==> src/design/tom_pkg.sv <==
`timescale 1ns / 1ps
`default_nettype none
// ----------------------------------------------------------------------------
// Train occupancy monitor package
// Shared types, codes, reciprocal constants and text helpers.
// ----------------------------------------------------------------------------
package tom_pkg;

  typedef enum logic [3:0] {
    ST_NOT_STARTED = 4'd0,
    ST_WAITING     = 4'd1,
    ST_ENTERED     = 4'd2,
    ST_LEAVING     = 4'd3,
    ST_COMPUTE     = 4'd4,
    ST_SAVE_AXLES  = 4'd5,
    ST_SAVE_SERIAL = 4'd6,
    ST_SAVE_ENTRY  = 4'd7,
    ST_SAVE_EXIT   = 4'd8,
    ST_POST        = 4'd9
  } tom_state_e;

  // Section status codes.
  localparam logic [1:0] SectClear    = 2'd1;
  localparam logic [1:0] SectOccupied = 2'd2;

  localparam logic [31:0] SecsPerDay = 32'd86400;
  localparam logic [15:0] MaxFour    = 16'd9999;
  localparam logic [15:0] MaxThree   = 16'd999;
  localparam logic [15:0] Hundred    = 16'd100;
  localparam logic [15:0] Ten        = 16'd10;

  // Reciprocal multipliers: x / 60 for x < 86400 is (x * 139811) >> 23,
  // x / 60 for x < 1440 is (x * 2185) >> 17, x / 100 for x < 43699 is
  // (x * 5243) >> 19, and x / 10 for x < 128 is (x * 205) >> 11.
  localparam logic [17:0] RecipSec60 = 18'd139811;
  localparam logic [11:0] RecipMin60 = 12'd2185;
  localparam logic [12:0] Recip100   = 13'd5243;
  localparam logic [7:0]  Recip10    = 8'd205;

  localparam logic [7:0] ChQuest = 8'h3F;
  localparam logic [7:0] ChStar  = 8'h2A;
  localparam logic [7:0] ChColon = 8'h3A;
  localparam logic [7:0] ChSpace = 8'h20;
  localparam logic [7:0] ChZero  = 8'h30;

  // One duration being converted to HH:MM:SS.
  typedef struct packed {
    logic        neg;
    logic        over;
    logic [16:0] sec;
    logic [10:0] mins;
    logic [4:0]  hh;
    logic [5:0]  mm;
    logic [5:0]  ss;
    logic [3:0]  hh_t;
    logic [3:0]  hh_o;
    logic [3:0]  mm_t;
    logic [3:0]  mm_o;
    logic [3:0]  ss_t;
    logic [3:0]  ss_o;
  } dur_t;

  // One count being converted to four decimal characters.
  typedef struct packed {
    logic       over;
    logic       ge1000;
    logic       ge100;
    logic       ge10;
    logic [6:0] hi;
    logic [6:0] lo;
    logic [3:0] d3;
    logic [3:0] d2;
    logic [3:0] d1;
    logic [3:0] d0;
  } cnt_t;

  // One result beat before packing.
  typedef struct packed {
    logic        record_valid;
    logic [31:0] exit_seconds;
    logic [31:0] entry_seconds;
    logic [31:0] serial_text;
    logic [31:0] axle_text;
    logic [63:0] loading_text;
    logic [63:0] occupied_text;
    logic [3:0]  monitor_state;
  } res_t;

  // Splits a value below 100 into tens and ones digits.
  function automatic logic [7:0] split_dec(input logic [6:0] v);
    logic [14:0] p;
    logic [3:0]  t;
    logic [6:0]  o;
    p = 15'(v) * 15'(Recip10);
    t = p[14:11];
    o = v - 7'(7'(t) * 7'd10);
    return {t, o[3:0]};
  endfunction

  function automatic logic [7:0] asc(input logic [3:0] d);
    return ChZero | {4'b0000, d};
  endfunction

  function automatic logic [63:0] dur_text(input dur_t d);
    logic [7:0] f;
    f = d.neg ? ChQuest : ChStar;
    if (d.neg || d.over) begin
      return {f, f, ChColon, f, f, ChColon, f, f};
    end
    return {asc(d.hh_t), asc(d.hh_o), ChColon, asc(d.mm_t), asc(d.mm_o),
            ChColon, asc(d.ss_t), asc(d.ss_o)};
  endfunction

  function automatic logic [31:0] axle_text(input cnt_t c);
    if (c.over) begin
      return {ChStar, ChStar, ChStar, ChStar};
    end
    return {asc(c.d3), asc(c.d2), asc(c.d1), asc(c.d0)};
  endfunction

  function automatic logic [31:0] serial_text(input cnt_t c);
    if (c.over) begin
      return {ChStar, ChStar, ChStar, ChStar};
    end
    if (c.ge1000) begin
      return {asc(c.d3), asc(c.d2), asc(c.d1), asc(c.d0)};
    end
    return {ChSpace, c.ge100 ? asc(c.d2) : ChSpace,
            c.ge10 ? asc(c.d1) : ChSpace, asc(c.d0)};
  endfunction

endpackage
`default_nettype wire

==> src/design/train_occupancy_monitor.sv <==
`timescale 1ns / 1ps
`default_nettype none
// ----------------------------------------------------------------------------
// Train occupancy monitor
// Follows one train through a loading section, one status tick per beat, and
// posts a text record with durations, axle count and serial number.
// ----------------------------------------------------------------------------
// The result of an accepted tick is registered in the output or the skid register.
// One tick per cycle while skid is free; each sequencing tick runs one conversion step.
// An output register plus a skid register keep the slave side open while one
// result waits. Reset (rst_ni low, asynchronous) empties both output entries,
// clears the enable, the stamps, the counts and the serial number, and puts the
// sequencer in the not-started state.
// ----------------------------------------------------------------------------
module train_occupancy_monitor (
  input  wire logic         clk_i,
  input  wire logic         rst_ni,
  // Configuration: monitor_enabled.
  input  wire logic         cfg_we_i,
  input  wire logic         cfg_wdata_i,
  // Tick input. tdata: section_status[1:0], axle count[17:2],
  // now_seconds[49:18], zero fill[55:50].
  input  wire logic         s_axis_tvalid,
  output logic              s_axis_tready,
  input  wire logic [55:0]  s_axis_tdata,
  // Result output. tdata: monitor_state[3:0], occupied_text[67:4],
  // loading_text[131:68], axle_text[163:132], serial_text[195:164],
  // entry_seconds[227:196], exit_seconds[259:228], zero fill[263:260].
  // tuser: record_valid.
  output logic              m_axis_tvalid,
  input  wire logic         m_axis_tready,
  output logic [263:0]      m_axis_tdata,
  output logic              m_axis_tuser
);

  // Unpacked tick fields.
  logic [1:0]  section_status;
  logic [15:0] axles_in;
  logic [31:0] now_seconds;

  assign section_status = s_axis_tdata[1:0];
  assign axles_in       = s_axis_tdata[17:2];
  assign now_seconds    = s_axis_tdata[49:18];

  logic in_fire;
  assign in_fire = s_axis_tvalid && s_axis_tready;

  // Sequencer and train bookkeeping.
  logic                  enabled_q;
  tom_pkg::tom_state_e   state_q, state_d;
  logic [15:0]           peak_q, peak_d;
  logic [15:0]           rev_q, rev_d;
  logic [31:0]           entry_q, entry_d;
  logic [31:0]           load_q, load_d;
  logic [31:0]           exit_q, exit_d;
  logic [15:0]           serial_q, serial_d;
  tom_pkg::res_t         res_d;

  // Text conversion lanes: durations 0 occupied, 1 loading; counts 0 axles,
  // 1 serial. One conversion step runs on each tick of the compute and save
  // states, so the digits are ready when the post tick arrives.
  tom_pkg::dur_t dur_q [2];
  tom_pkg::dur_t dur_d [2];
  tom_pkg::cnt_t cnt_q [2];
  tom_pkg::cnt_t cnt_d [2];

  logic [31:0] dur_to   [2];
  logic [32:0] diff     [2];
  logic [34:0] min_prod [2];
  logic [22:0] hh_prod  [2];
  logic [16:0] ss_full  [2];
  logic [10:0] mm_full  [2];
  logic [15:0] cnt_src  [2];
  logic [28:0] hi_prod  [2];
  logic [15:0] lo_full  [2];

  assign dur_to[0]  = exit_q;
  assign dur_to[1]  = load_q;
  assign cnt_src[0] = peak_q;
  assign cnt_src[1] = serial_q;

  // Arithmetic for every step, each lane on its own.
  always_comb begin
    for (int i = 0; i < 2; i++) begin
      diff[i]     = {1'b0, dur_to[i]} - {1'b0, entry_q};
      min_prod[i] = 35'(dur_q[i].sec) * 35'(tom_pkg::RecipSec60);
      hh_prod[i]  = 23'(dur_q[i].mins) * 23'(tom_pkg::RecipMin60);
      ss_full[i]  = dur_q[i].sec - 17'(17'(dur_q[i].mins) * 17'd60);
      mm_full[i]  = dur_q[i].mins - 11'(11'(dur_q[i].hh) * 11'd60);
      hi_prod[i]  = 29'(cnt_src[i]) * 29'(tom_pkg::Recip100);
      lo_full[i]  = cnt_src[i] - 16'(16'(cnt_q[i].hi) * tom_pkg::Hundred);
    end
  end

  // Conversion steps, advanced by accepted ticks.
  always_comb begin
    for (int i = 0; i < 2; i++) begin
      dur_d[i] = dur_q[i];
      cnt_d[i] = cnt_q[i];
      if (in_fire) begin
        case (state_q)
          tom_pkg::ST_COMPUTE: begin
            dur_d[i].neg    = diff[i][32];
            dur_d[i].over   = !diff[i][32] && (diff[i][31:0] >= tom_pkg::SecsPerDay);
            dur_d[i].sec    = diff[i][16:0];
            cnt_d[i].over   = cnt_src[i] > tom_pkg::MaxFour;
            cnt_d[i].ge1000 = cnt_src[i] > tom_pkg::MaxThree;
            cnt_d[i].ge100  = cnt_src[i] >= tom_pkg::Hundred;
            cnt_d[i].ge10   = cnt_src[i] >= tom_pkg::Ten;
          end
          tom_pkg::ST_SAVE_AXLES: begin
            dur_d[i].mins = min_prod[i][33:23];
            cnt_d[i].hi   = hi_prod[i][25:19];
          end
          tom_pkg::ST_SAVE_SERIAL: begin
            dur_d[i].ss = ss_full[i][5:0];
            dur_d[i].hh = hh_prod[i][21:17];
            cnt_d[i].lo = lo_full[i][6:0];
          end
          tom_pkg::ST_SAVE_ENTRY: begin
            dur_d[i].mm = mm_full[i][5:0];
            {dur_d[i].hh_t, dur_d[i].hh_o} = tom_pkg::split_dec({2'b00, dur_q[i].hh});
            {dur_d[i].ss_t, dur_d[i].ss_o} = tom_pkg::split_dec({1'b0, dur_q[i].ss});
            {cnt_d[i].d3, cnt_d[i].d2}     = tom_pkg::split_dec(cnt_q[i].hi);
          end
          tom_pkg::ST_SAVE_EXIT: begin
            {dur_d[i].mm_t, dur_d[i].mm_o} = tom_pkg::split_dec({1'b0, dur_q[i].mm});
            {cnt_d[i].d1, cnt_d[i].d0}     = tom_pkg::split_dec(cnt_q[i].lo);
          end
          default: begin
          end
        endcase
      end
    end
  end

  // Next state, bookkeeping and the result of the accepted tick.
  always_comb begin
    state_d  = state_q;
    peak_d   = peak_q;
    rev_d    = rev_q;
    entry_d  = entry_q;
    load_d   = load_q;
    exit_d   = exit_q;
    serial_d = serial_q;
    res_d    = '0;
    if (in_fire) begin
      case (state_q)
        tom_pkg::ST_NOT_STARTED: begin
          if (enabled_q) begin
            state_d = tom_pkg::ST_WAITING;
          end
        end
        tom_pkg::ST_WAITING: begin
          if (section_status == tom_pkg::SectOccupied) begin
            state_d = tom_pkg::ST_ENTERED;
            peak_d  = axles_in;
            entry_d = now_seconds;
          end
        end
        tom_pkg::ST_ENTERED: begin
          if (axles_in > peak_q) begin
            peak_d = axles_in;
          end else if (axles_in < peak_q) begin
            // The count falls back: the train reverses for loading.
            rev_d   = axles_in;
            load_d  = now_seconds;
            state_d = tom_pkg::ST_LEAVING;
          end
        end
        tom_pkg::ST_LEAVING: begin
          if (axles_in > rev_q) begin
            // The train came back into the section.
            rev_d   = '0;
            state_d = tom_pkg::ST_ENTERED;
          end else if (section_status == tom_pkg::SectClear) begin
            exit_d   = now_seconds;
            serial_d = serial_q + 16'd1;
            state_d  = tom_pkg::ST_COMPUTE;
          end
        end
        tom_pkg::ST_COMPUTE:     state_d = tom_pkg::ST_SAVE_AXLES;
        tom_pkg::ST_SAVE_AXLES:  state_d = tom_pkg::ST_SAVE_SERIAL;
        tom_pkg::ST_SAVE_SERIAL: state_d = tom_pkg::ST_SAVE_ENTRY;
        tom_pkg::ST_SAVE_ENTRY:  state_d = tom_pkg::ST_SAVE_EXIT;
        tom_pkg::ST_SAVE_EXIT:   state_d = tom_pkg::ST_POST;
        tom_pkg::ST_POST: begin
          res_d.record_valid  = 1'b1;
          res_d.occupied_text = tom_pkg::dur_text(dur_q[0]);
          res_d.loading_text  = tom_pkg::dur_text(dur_q[1]);
          res_d.axle_text     = tom_pkg::axle_text(cnt_q[0]);
          res_d.serial_text   = tom_pkg::serial_text(cnt_q[1]);
          res_d.entry_seconds = entry_q;
          res_d.exit_seconds  = exit_q;
          peak_d  = '0;
          rev_d   = '0;
          entry_d = '0;
          load_d  = '0;
          exit_d  = '0;
          state_d = tom_pkg::ST_WAITING;
        end
        default: state_d = tom_pkg::ST_NOT_STARTED;
      endcase
    end
    res_d.monitor_state = state_d;
  end

  always_ff @(posedge clk_i or negedge rst_ni) begin
    if (!rst_ni) begin
      enabled_q <= 1'b0;
      state_q   <= tom_pkg::ST_NOT_STARTED;
      peak_q    <= '0;
      rev_q     <= '0;
      entry_q   <= '0;
      load_q    <= '0;
      exit_q    <= '0;
      serial_q  <= '0;
    end else begin
      if (cfg_we_i) begin
        enabled_q <= cfg_wdata_i;
      end
      state_q  <= state_d;
      peak_q   <= peak_d;
      rev_q    <= rev_d;
      entry_q  <= entry_d;
      load_q   <= load_d;
      exit_q   <= exit_d;
      serial_q <= serial_d;
    end
  end

  // Conversion lanes hold data only; the sequencer decides when they count.
  always_ff @(posedge clk_i) begin
    dur_q <= dur_d;
    cnt_q <= cnt_d;
  end

  // Output register with a skid register behind it. The slave side stays
  // ready as long as the skid entry is free.
  logic          out_valid_q, out_valid_d;
  logic          skid_valid_q, skid_valid_d;
  tom_pkg::res_t out_q, out_d;
  tom_pkg::res_t skid_q, skid_d;

  assign s_axis_tready = !skid_valid_q;

  always_comb begin
    out_valid_d  = out_valid_q;
    skid_valid_d = skid_valid_q;
    out_d        = out_q;
    skid_d       = skid_q;
    if (in_fire) begin
      if (!out_valid_q || m_axis_tready) begin
        out_d       = res_d;
        out_valid_d = 1'b1;
      end else begin
        skid_d       = res_d;
        skid_valid_d = 1'b1;
      end
    end else if (out_valid_q && m_axis_tready) begin
      if (skid_valid_q) begin
        out_d        = skid_q;
        skid_valid_d = 1'b0;
      end else begin
        out_valid_d = 1'b0;
      end
    end
  end

  always_ff @(posedge clk_i or negedge rst_ni) begin
    if (!rst_ni) begin
      out_valid_q  <= 1'b0;
      skid_valid_q <= 1'b0;
    end else begin
      out_valid_q  <= out_valid_d;
      skid_valid_q <= skid_valid_d;
    end
  end

  always_ff @(posedge clk_i) begin
    out_q  <= out_d;
    skid_q <= skid_d;
  end

  assign m_axis_tvalid = out_valid_q;
  assign m_axis_tuser  = out_q.record_valid;
  assign m_axis_tdata  = {4'b0000, out_q.exit_seconds, out_q.entry_seconds,
                          out_q.serial_text, out_q.axle_text, out_q.loading_text,
                          out_q.occupied_text, out_q.monitor_state};

  // The skid entry only fills behind a waiting output beat.
  a_skid_behind_out: assert property (@(posedge clk_i) disable iff (!rst_ni)
    skid_valid_q |-> out_valid_q)
    else $error("skid entry holds a beat while the output register is empty");

  // Every accepted tick leaves the output register holding a result beat.
  a_tick_gives_beat: assert property (@(posedge clk_i) disable iff (!rst_ni)
    in_fire |=> out_valid_q)
    else $error("accepted tick produced no result beat");

  // A posted record always returns the sequencer to waiting.
  a_post_to_wait: assert property (@(posedge clk_i) disable iff (!rst_ni)
    in_fire && state_q == tom_pkg::ST_POST |=> state_q == tom_pkg::ST_WAITING)
    else $error("post step did not return to waiting");

  // A record beat reports the waiting state.
  a_record_state: assert property (@(posedge clk_i) disable iff (!rst_ni)
    out_valid_q && out_q.record_valid |-> out_q.monitor_state == tom_pkg::ST_WAITING)
    else $error("record beat carries a state other than waiting");

  // The sequencer only moves on an accepted tick.
  a_state_holds: assert property (@(posedge clk_i) disable iff (!rst_ni)
    !in_fire |=> $stable(state_q))
    else $error("sequencer moved without an accepted tick");

endmodule
`default_nettype wire
==> config.mk <==
export PLATFORM = sky130hd
export DESIGN_NAME = train_occupancy_monitor
export DESIGN_NICKNAME = d
export VERILOG_FILES = /design/src/design/tom_pkg.sv /design/src/design/train_occupancy_monitor.sv
export SDC_FILE = /design/constraint.sdc
export NUM_CORES = 2
export LEC_CHECK = 0
export BUFFER_PORTS_ARGS = -buffer_cell sky130_fd_sc_hd__buf_2
export CAP_MARGIN = 15
export CORE_ASPECT_RATIO = 0.7
export CORE_MARGIN = 2
export CORE_UTILIZATION = 60
export CTS_BUF_LIST = sky130_fd_sc_hd__clkbuf_4 sky130_fd_sc_hd__clkbuf_8
export CTS_CLUSTER_DIAMETER = 40
export DETAILED_ROUTE_END_ITERATION = 8
export PLACE_DENSITY = 0.87
export SYNTH_ARGS = -nofsm -noshare
export SYNTH_HDL_FRONTEND = slang
export SYNTH_SLANG_ARGS = --single-unit
==> constraint.sdc <==
create_clock -name clk_i -period 10.7 [get_ports clk_i]
set_clock_uncertainty 0.05 [all_clocks]
set_input_delay 1.605 -clock clk_i [delete_from_list [all_inputs] [get_ports clk_i]]
set_output_delay 1.605 -clock clk_i [all_outputs]
set_load 0.01 [all_outputs]
==> report_table.html <==
<table>
<tr><th>Metric</th><th>Value</th></tr>
<tr><th colspan="2">Routing</th></tr>
<tr><td>Met1 wire length</td><td>52.2 mm</td></tr>
<tr><td>Antenna viol nets, final</td><td>0</td></tr>
<tr><td>Highest Signal Layer</td><td>met4</td></tr>
<tr><td>Starting DRT DRC Count</td><td>3,187</td></tr>
<tr><td>Met2 layer wire length in the routed design</td><td>55.6 mm</td></tr>
<tr><td>Post-route DRC</td><td>0</td></tr>
<tr><td>Number of search-and-repair iterations in the first detailed-routing pass</td><td>6</td></tr>
<tr><td>Wire length per cell</td><td>19.4 um</td></tr>
<tr><td>Metal3 WL</td><td>11.0 mm</td></tr>
<tr><td>Routed vias</td><td>35,900</td></tr>
<tr><td>Total wire length</td><td>122 mm</td></tr>
<tr><td>Average via count per standard cell</td><td>5.69</td></tr>
<tr><th colspan="2">STA</th></tr>
<tr><td>Final number of setup-violating endpoints</td><td>0</td></tr>
<tr><td>Fraction of the cycle the final worst path needs</td><td>58.7%</td></tr>
<tr><td>Worst Hold Slack</td><td>0.434 ns</td></tr>
<tr><td>Max-slew headroom</td><td>26.0%</td></tr>
<tr><td>Peak Freq</td><td>159 MHz</td></tr>
<tr><td>Final critical delay including setup and external delays</td><td>6.28 ns</td></tr>
<tr><td>RSZ-0062 raised after global routing</td><td>false</td></tr>
<tr><td>Final Slew Violations</td><td>0</td></tr>
<tr><td>Setup TNS</td><td>0 ns</td></tr>
<tr><td>Worst setup margin</td><td>4.42 ns</td></tr>
<tr><td>Hold violation total from the final report</td><td>0</td></tr>
<tr><td>Slew at the pin closest to its max-slew limit</td><td>1.11 ns</td></tr>
<tr><th colspan="2">Synth</th></tr>
<tr><td>Average size of a mapped cell</td><td>11.0 um^2</td></tr>
<tr><td>Ys async rst share</td><td>23.1%</td></tr>
<tr><td>Number of cells produced by synthesis</td><td>4,817</td></tr>
<tr><td>Leading register cell type out of synthesis</td><td>sky130_fd_sc_hd__edfxtp_1</td></tr>
<tr><td>Simple-gate share of the synthesized area</td><td>6.73%</td></tr>
<tr><td>Proportion of synthesized chip area in sequential cells</td><td>35.7%</td></tr>
<tr><td>Largest family of logic cells by synthesized area</td><td>adder cells</td></tr>
<tr><td>Post-synthesis instance area</td><td>52,900 um^2</td></tr>
<tr><td>Post-synthesis sequential element count</td><td>654</td></tr>
<tr><td>Number of enable-type register cells in the synthesized netlist</td><td>503</td></tr>
<tr><td>Synth warnings</td><td>0</td></tr>
<tr><td>Parity-gate share of the synthesized area counting xor and xnor cells</td><td>3.63%</td></tr>
<tr><td>Number of unique standard cell types used by synthesis</td><td>82</td></tr>
<tr><td>Post-synthesis mux area share</td><td>2.04%</td></tr>
<tr><td>Post-synthesis adder-cell area fraction</td><td>34.6%</td></tr>
<tr><td>Compound-cell area share of the yosys netlist</td><td>8.77%</td></tr>
<tr><th colspan="2">Critical path</th></tr>
<tr><td>Worst path cell trace</td><td>inv_1 -&gt; ha_1 -&gt; ha_1 -&gt; or2_2 -&gt; fa_1 -&gt; inv_1 -&gt; fa_1 -&gt; fa_1 -&gt; inv_1 -&gt; fa_1 -&gt; ha_1 -&gt; a21o_1 -&gt; a21oi_1 -&gt; nor2b_1 -&gt; a2111oi_0 -&gt; a311oi_1 -&gt; nor2_1 -&gt; nor2b_1 -&gt; o21a_1 -&gt; o21a_1 -&gt; xor2_1</td></tr>
<tr><td>WP buf/inv</td><td>3</td></tr>
<tr><td>Worst path max stage delay</td><td>0.90 ns</td></tr>
<tr><td>Worst Path Required</td><td>11.24 ns</td></tr>
<tr><td>Critical path arrival</td><td>6.81 ns</td></tr>
<tr><td>CP Class</td><td>flip-flop to flip-flop</td></tr>
<tr><td>Startpoint class of the critical path</td><td>flip-flop</td></tr>
<tr><td>Kind of capture point of the worst setup path</td><td>flip-flop</td></tr>
<tr><td>Most Frequent Cell on Critical Path</td><td>sky130_fd_sc_hd__fa_1</td></tr>
<tr><td>Family with the most delay on the worst path</td><td>adder cells</td></tr>
<tr><td>Biggest fanout along the worst timing path</td><td>5</td></tr>
<tr><td>Standard cell with the maximum stage delay on the critical path</td><td>sky130_fd_sc_hd__a2111oi_0</td></tr>
<tr><th colspan="2">Clock tree</th></tr>
<tr><td>CTS Hold Buffers Added</td><td>0</td></tr>
<tr><td>Root buffer selected by CTS</td><td>sky130_fd_sc_hd__clkbuf_8</td></tr>
<tr><td>TritonCTS clock tree</td><td>built</td></tr>
<tr><td>Latest clock arrival within the worst-skew pair</td><td>0.84 ns</td></tr>
<tr><td>Number of gates resized after CTS</td><td>0</td></tr>
<tr><td>Maximum level of the CTS H-tree</td><td>3</td></tr>
<tr><td>Sink Count</td><td>654</td></tr>
<tr><td>Total clock buffers created by CTS</td><td>110</td></tr>
<tr><td>Clock transition at the registers of the reported paths</td><td>0.07 ns</td></tr>
<tr><td>Number of buffers on the longest clock path</td><td>3</td></tr>
<tr><td>Post-CTS Setup Bufs</td><td>0</td></tr>
<tr><th colspan="2">Run</th></tr>
<tr><td>Max-capacitance violation count</td><td>0</td></tr>
<tr><th colspan="2">Global route</th></tr>
<tr><td>First-pass GRT wire length</td><td>195 mm</td></tr>
<tr><td>Largest net degree at the start of global routing</td><td>153</td></tr>
<tr><td>Aggregate global routing overflow</td><td>0</td></tr>
<tr><td>Via count of the first global-routing pass</td><td>36,600</td></tr>
<tr><td>Total Routing Usage GR</td><td>27.2%</td></tr>
<tr><td>Antenna violations before repair</td><td>6</td></tr>
<tr><th colspan="2">Min path</th></tr>
<tr><td>Worst min-delay path class</td><td>flip-flop to flip-flop</td></tr>
<tr><th colspan="2">Die</th></tr>
<tr><td>Placeable Area</td><td>87,700 um^2</td></tr>
<tr><td>Die area</td><td>90,600 um^2</td></tr>
<tr><td>Initial Utilization</td><td>60.3%</td></tr>
<tr><td>Die Span X</td><td>359 um</td></tr>
<tr><td>Die boundary height</td><td>252 um</td></tr>
<tr><td>Number of top-level pins</td><td>329</td></tr>
<tr><td>Num rows</td><td>91</td></tr>
<tr><th colspan="2">Final layout</th></tr>
<tr><td>Fill cells</td><td>6,213</td></tr>
<tr><td>Post-synthesis to final-layout area growth</td><td>8.42%</td></tr>
<tr><td>Nets</td><td>6,386</td></tr>
<tr><td>Fraction of layout cells with a size suffix above 1</td><td>11.6%</td></tr>
<tr><th colspan="2">Power and ir drop</th></tr>
<tr><td>Areal power density over the cells</td><td>346 nW/um^2</td></tr>
<tr><td>Peak VDD IR</td><td>1.11 mV</td></tr>
<tr><td>LEAKAGE</td><td>28.3 nW</td></tr>
<tr><th colspan="2">Placed design</th></tr>
<tr><td>Post-detail-place hpwl</td><td>94.0 mm</td></tr>
<tr><td>Gpl congestion</td><td>0.945</td></tr>
<tr><td>Setup slack after placement</td><td>4.45 ns</td></tr>
<tr><td>Port buffer count</td><td>262</td></tr>
<tr><th colspan="2">Run status</th></tr>
<tr><td>Run status</td><td>complete, no violations</td></tr>
</table>
cell usage after synthesis, drive strengths merged, types with 5 or more instances:
cell type | n | area (um^2)
ha | 957 | 12000
inv | 869 | 3260
edfxtp | 503 | 15100
fa | 316 | 6330
nand2 | 299 | 1120
nor2 | 215 | 807
o21ai | 178 | 891
xnor2 | 160 | 1400
a21oi | 153 | 769
dfrtp | 151 | 3780
buf | 129 | 912
clkbuf | 89 | 334
a21o | 88 | 663
o31ai | 83 | 623
mux2 | 63 | 709
xor2 | 59 | 517
o21a | 44 | 330
nor2b | 42 | 270
mux2i | 37 | 370
nand3 | 36 | 180
nand4 | 33 | 206
a31oi | 24 | 150
and3 | 24 | 150
and2 | 23 | 144
nand2b | 23 | 144
or2 | 23 | 144
nor3 | 21 | 105
a22o | 17 | 149
o211ai | 15 | 113
a31o | 13 | 114
a211oi | 12 | 95.1
o21bai | 11 | 82.6
a22oi | 8 | 60.1
a21boi | 7 | 56.3
a221oi | 7 | 73.8
a41o | 7 | 70.1
nor3b | 7 | 52.6
or3 | 7 | 43.8
a41oi | 6 | 52.6
o31a | 5 | 45.0
metal layers:
layer	vias to the layer above	GRT usage, %
li1	16700	-
met1	17500	37.7
met2	1432	42.8
met3	237	6.34
met4	0	8.52
met5	-	0
cell families after synthesis:
group	Yosys count
compound gates	708
xor+xnor	219
fa+ha+maj	1273
buf+inv	1087
flops	654
mux	100
other cells	1
simple gates	775
metrics by stage:
stage	power [W]	util (%)	std cells	area [um^2]
2_1_floorplan	0.0139	-	4876	53100
3_3_place_gp	0.0164	62.6	6099	54900
3_5_place_dp	0.0171	62.6	6099	54900
4_1_cts	0.0197	65.4	6303	57300
5_1_grt	0.0218	65.4	6307	57300
6_report	0.0198	65.4	6307	57300
state kept, by name (all words and copies together) (netlist names), 4 cells and up:
name	flops
m_axis_tdata	152
dur_q	134
serial_q	16
exit_q	32
state_q	4
entry_q	32
cnt_q	65
skid_q	152
load_q	32
rev_q	16
peak_q	16
path summary, 6_finish.rpt:
check,slack [ns],start,cells past startpoint,endpoint
setup / recovery,4.42,dur_q[67],21,dur_q[47]
hold / removal,0.43,entry_q[26],2,entry_q[26]
setup reg to reg,4.42,dur_q[67],21,dur_q[47]
hold reg to reg,0.43,entry_q[26],2,entry_q[26]
max in group asynchronous,8.24,rst_ni,2,enabled_q
min in group asynchronous,0.83,rst_ni,1,serial_q[13]
cell usage in the layout (no fill, tap or decap), drive strengths merged, types with 37 or more instances in the layout:
master  count
ha        957
inv       879
edfxtp    503
fa        316
nand2     299
buf       281
nor2      215
o21ai     178
xnor2     160
a21oi     153
dfrtp     151
clkbuf    140
a21o       88
o31ai      83
mux2       63
conb       60
xor2       59
o21a       44
nor2b      42
mux2i      37
power breakdown:
group          internal, W  switching, W
clock              0.00135       0.00114
sequential         0.00377      0.000400
combinational      0.00558       0.00760
total               0.0107       0.00914
tightest hold or removal path, stage by stage, from the launching register on:
cell and delay, ns:
sky130_fd_sc_hd__dfrtp_1 0.34, sky130_fd_sc_hd__nand2_1 0.05, sky130_fd_sc_hd__o21ai_0 0.06
area by class of cell:
cell class                      count  area, um^2  area share, %
Antenna cell                        2        5.00        0.00873
Clock buffer                      140        1770           3.09
Clock inverter                     64         671           1.17
Inverter                          869        3260           5.69
Multi-Input combinational cell   3135       29800           52.0
Sequential cell                   654       18900           32.9
Tap cell                         1162        1450           2.54
Timing Repair Buffer              281        1500           2.61
Power figures use the tool's default switching activity.
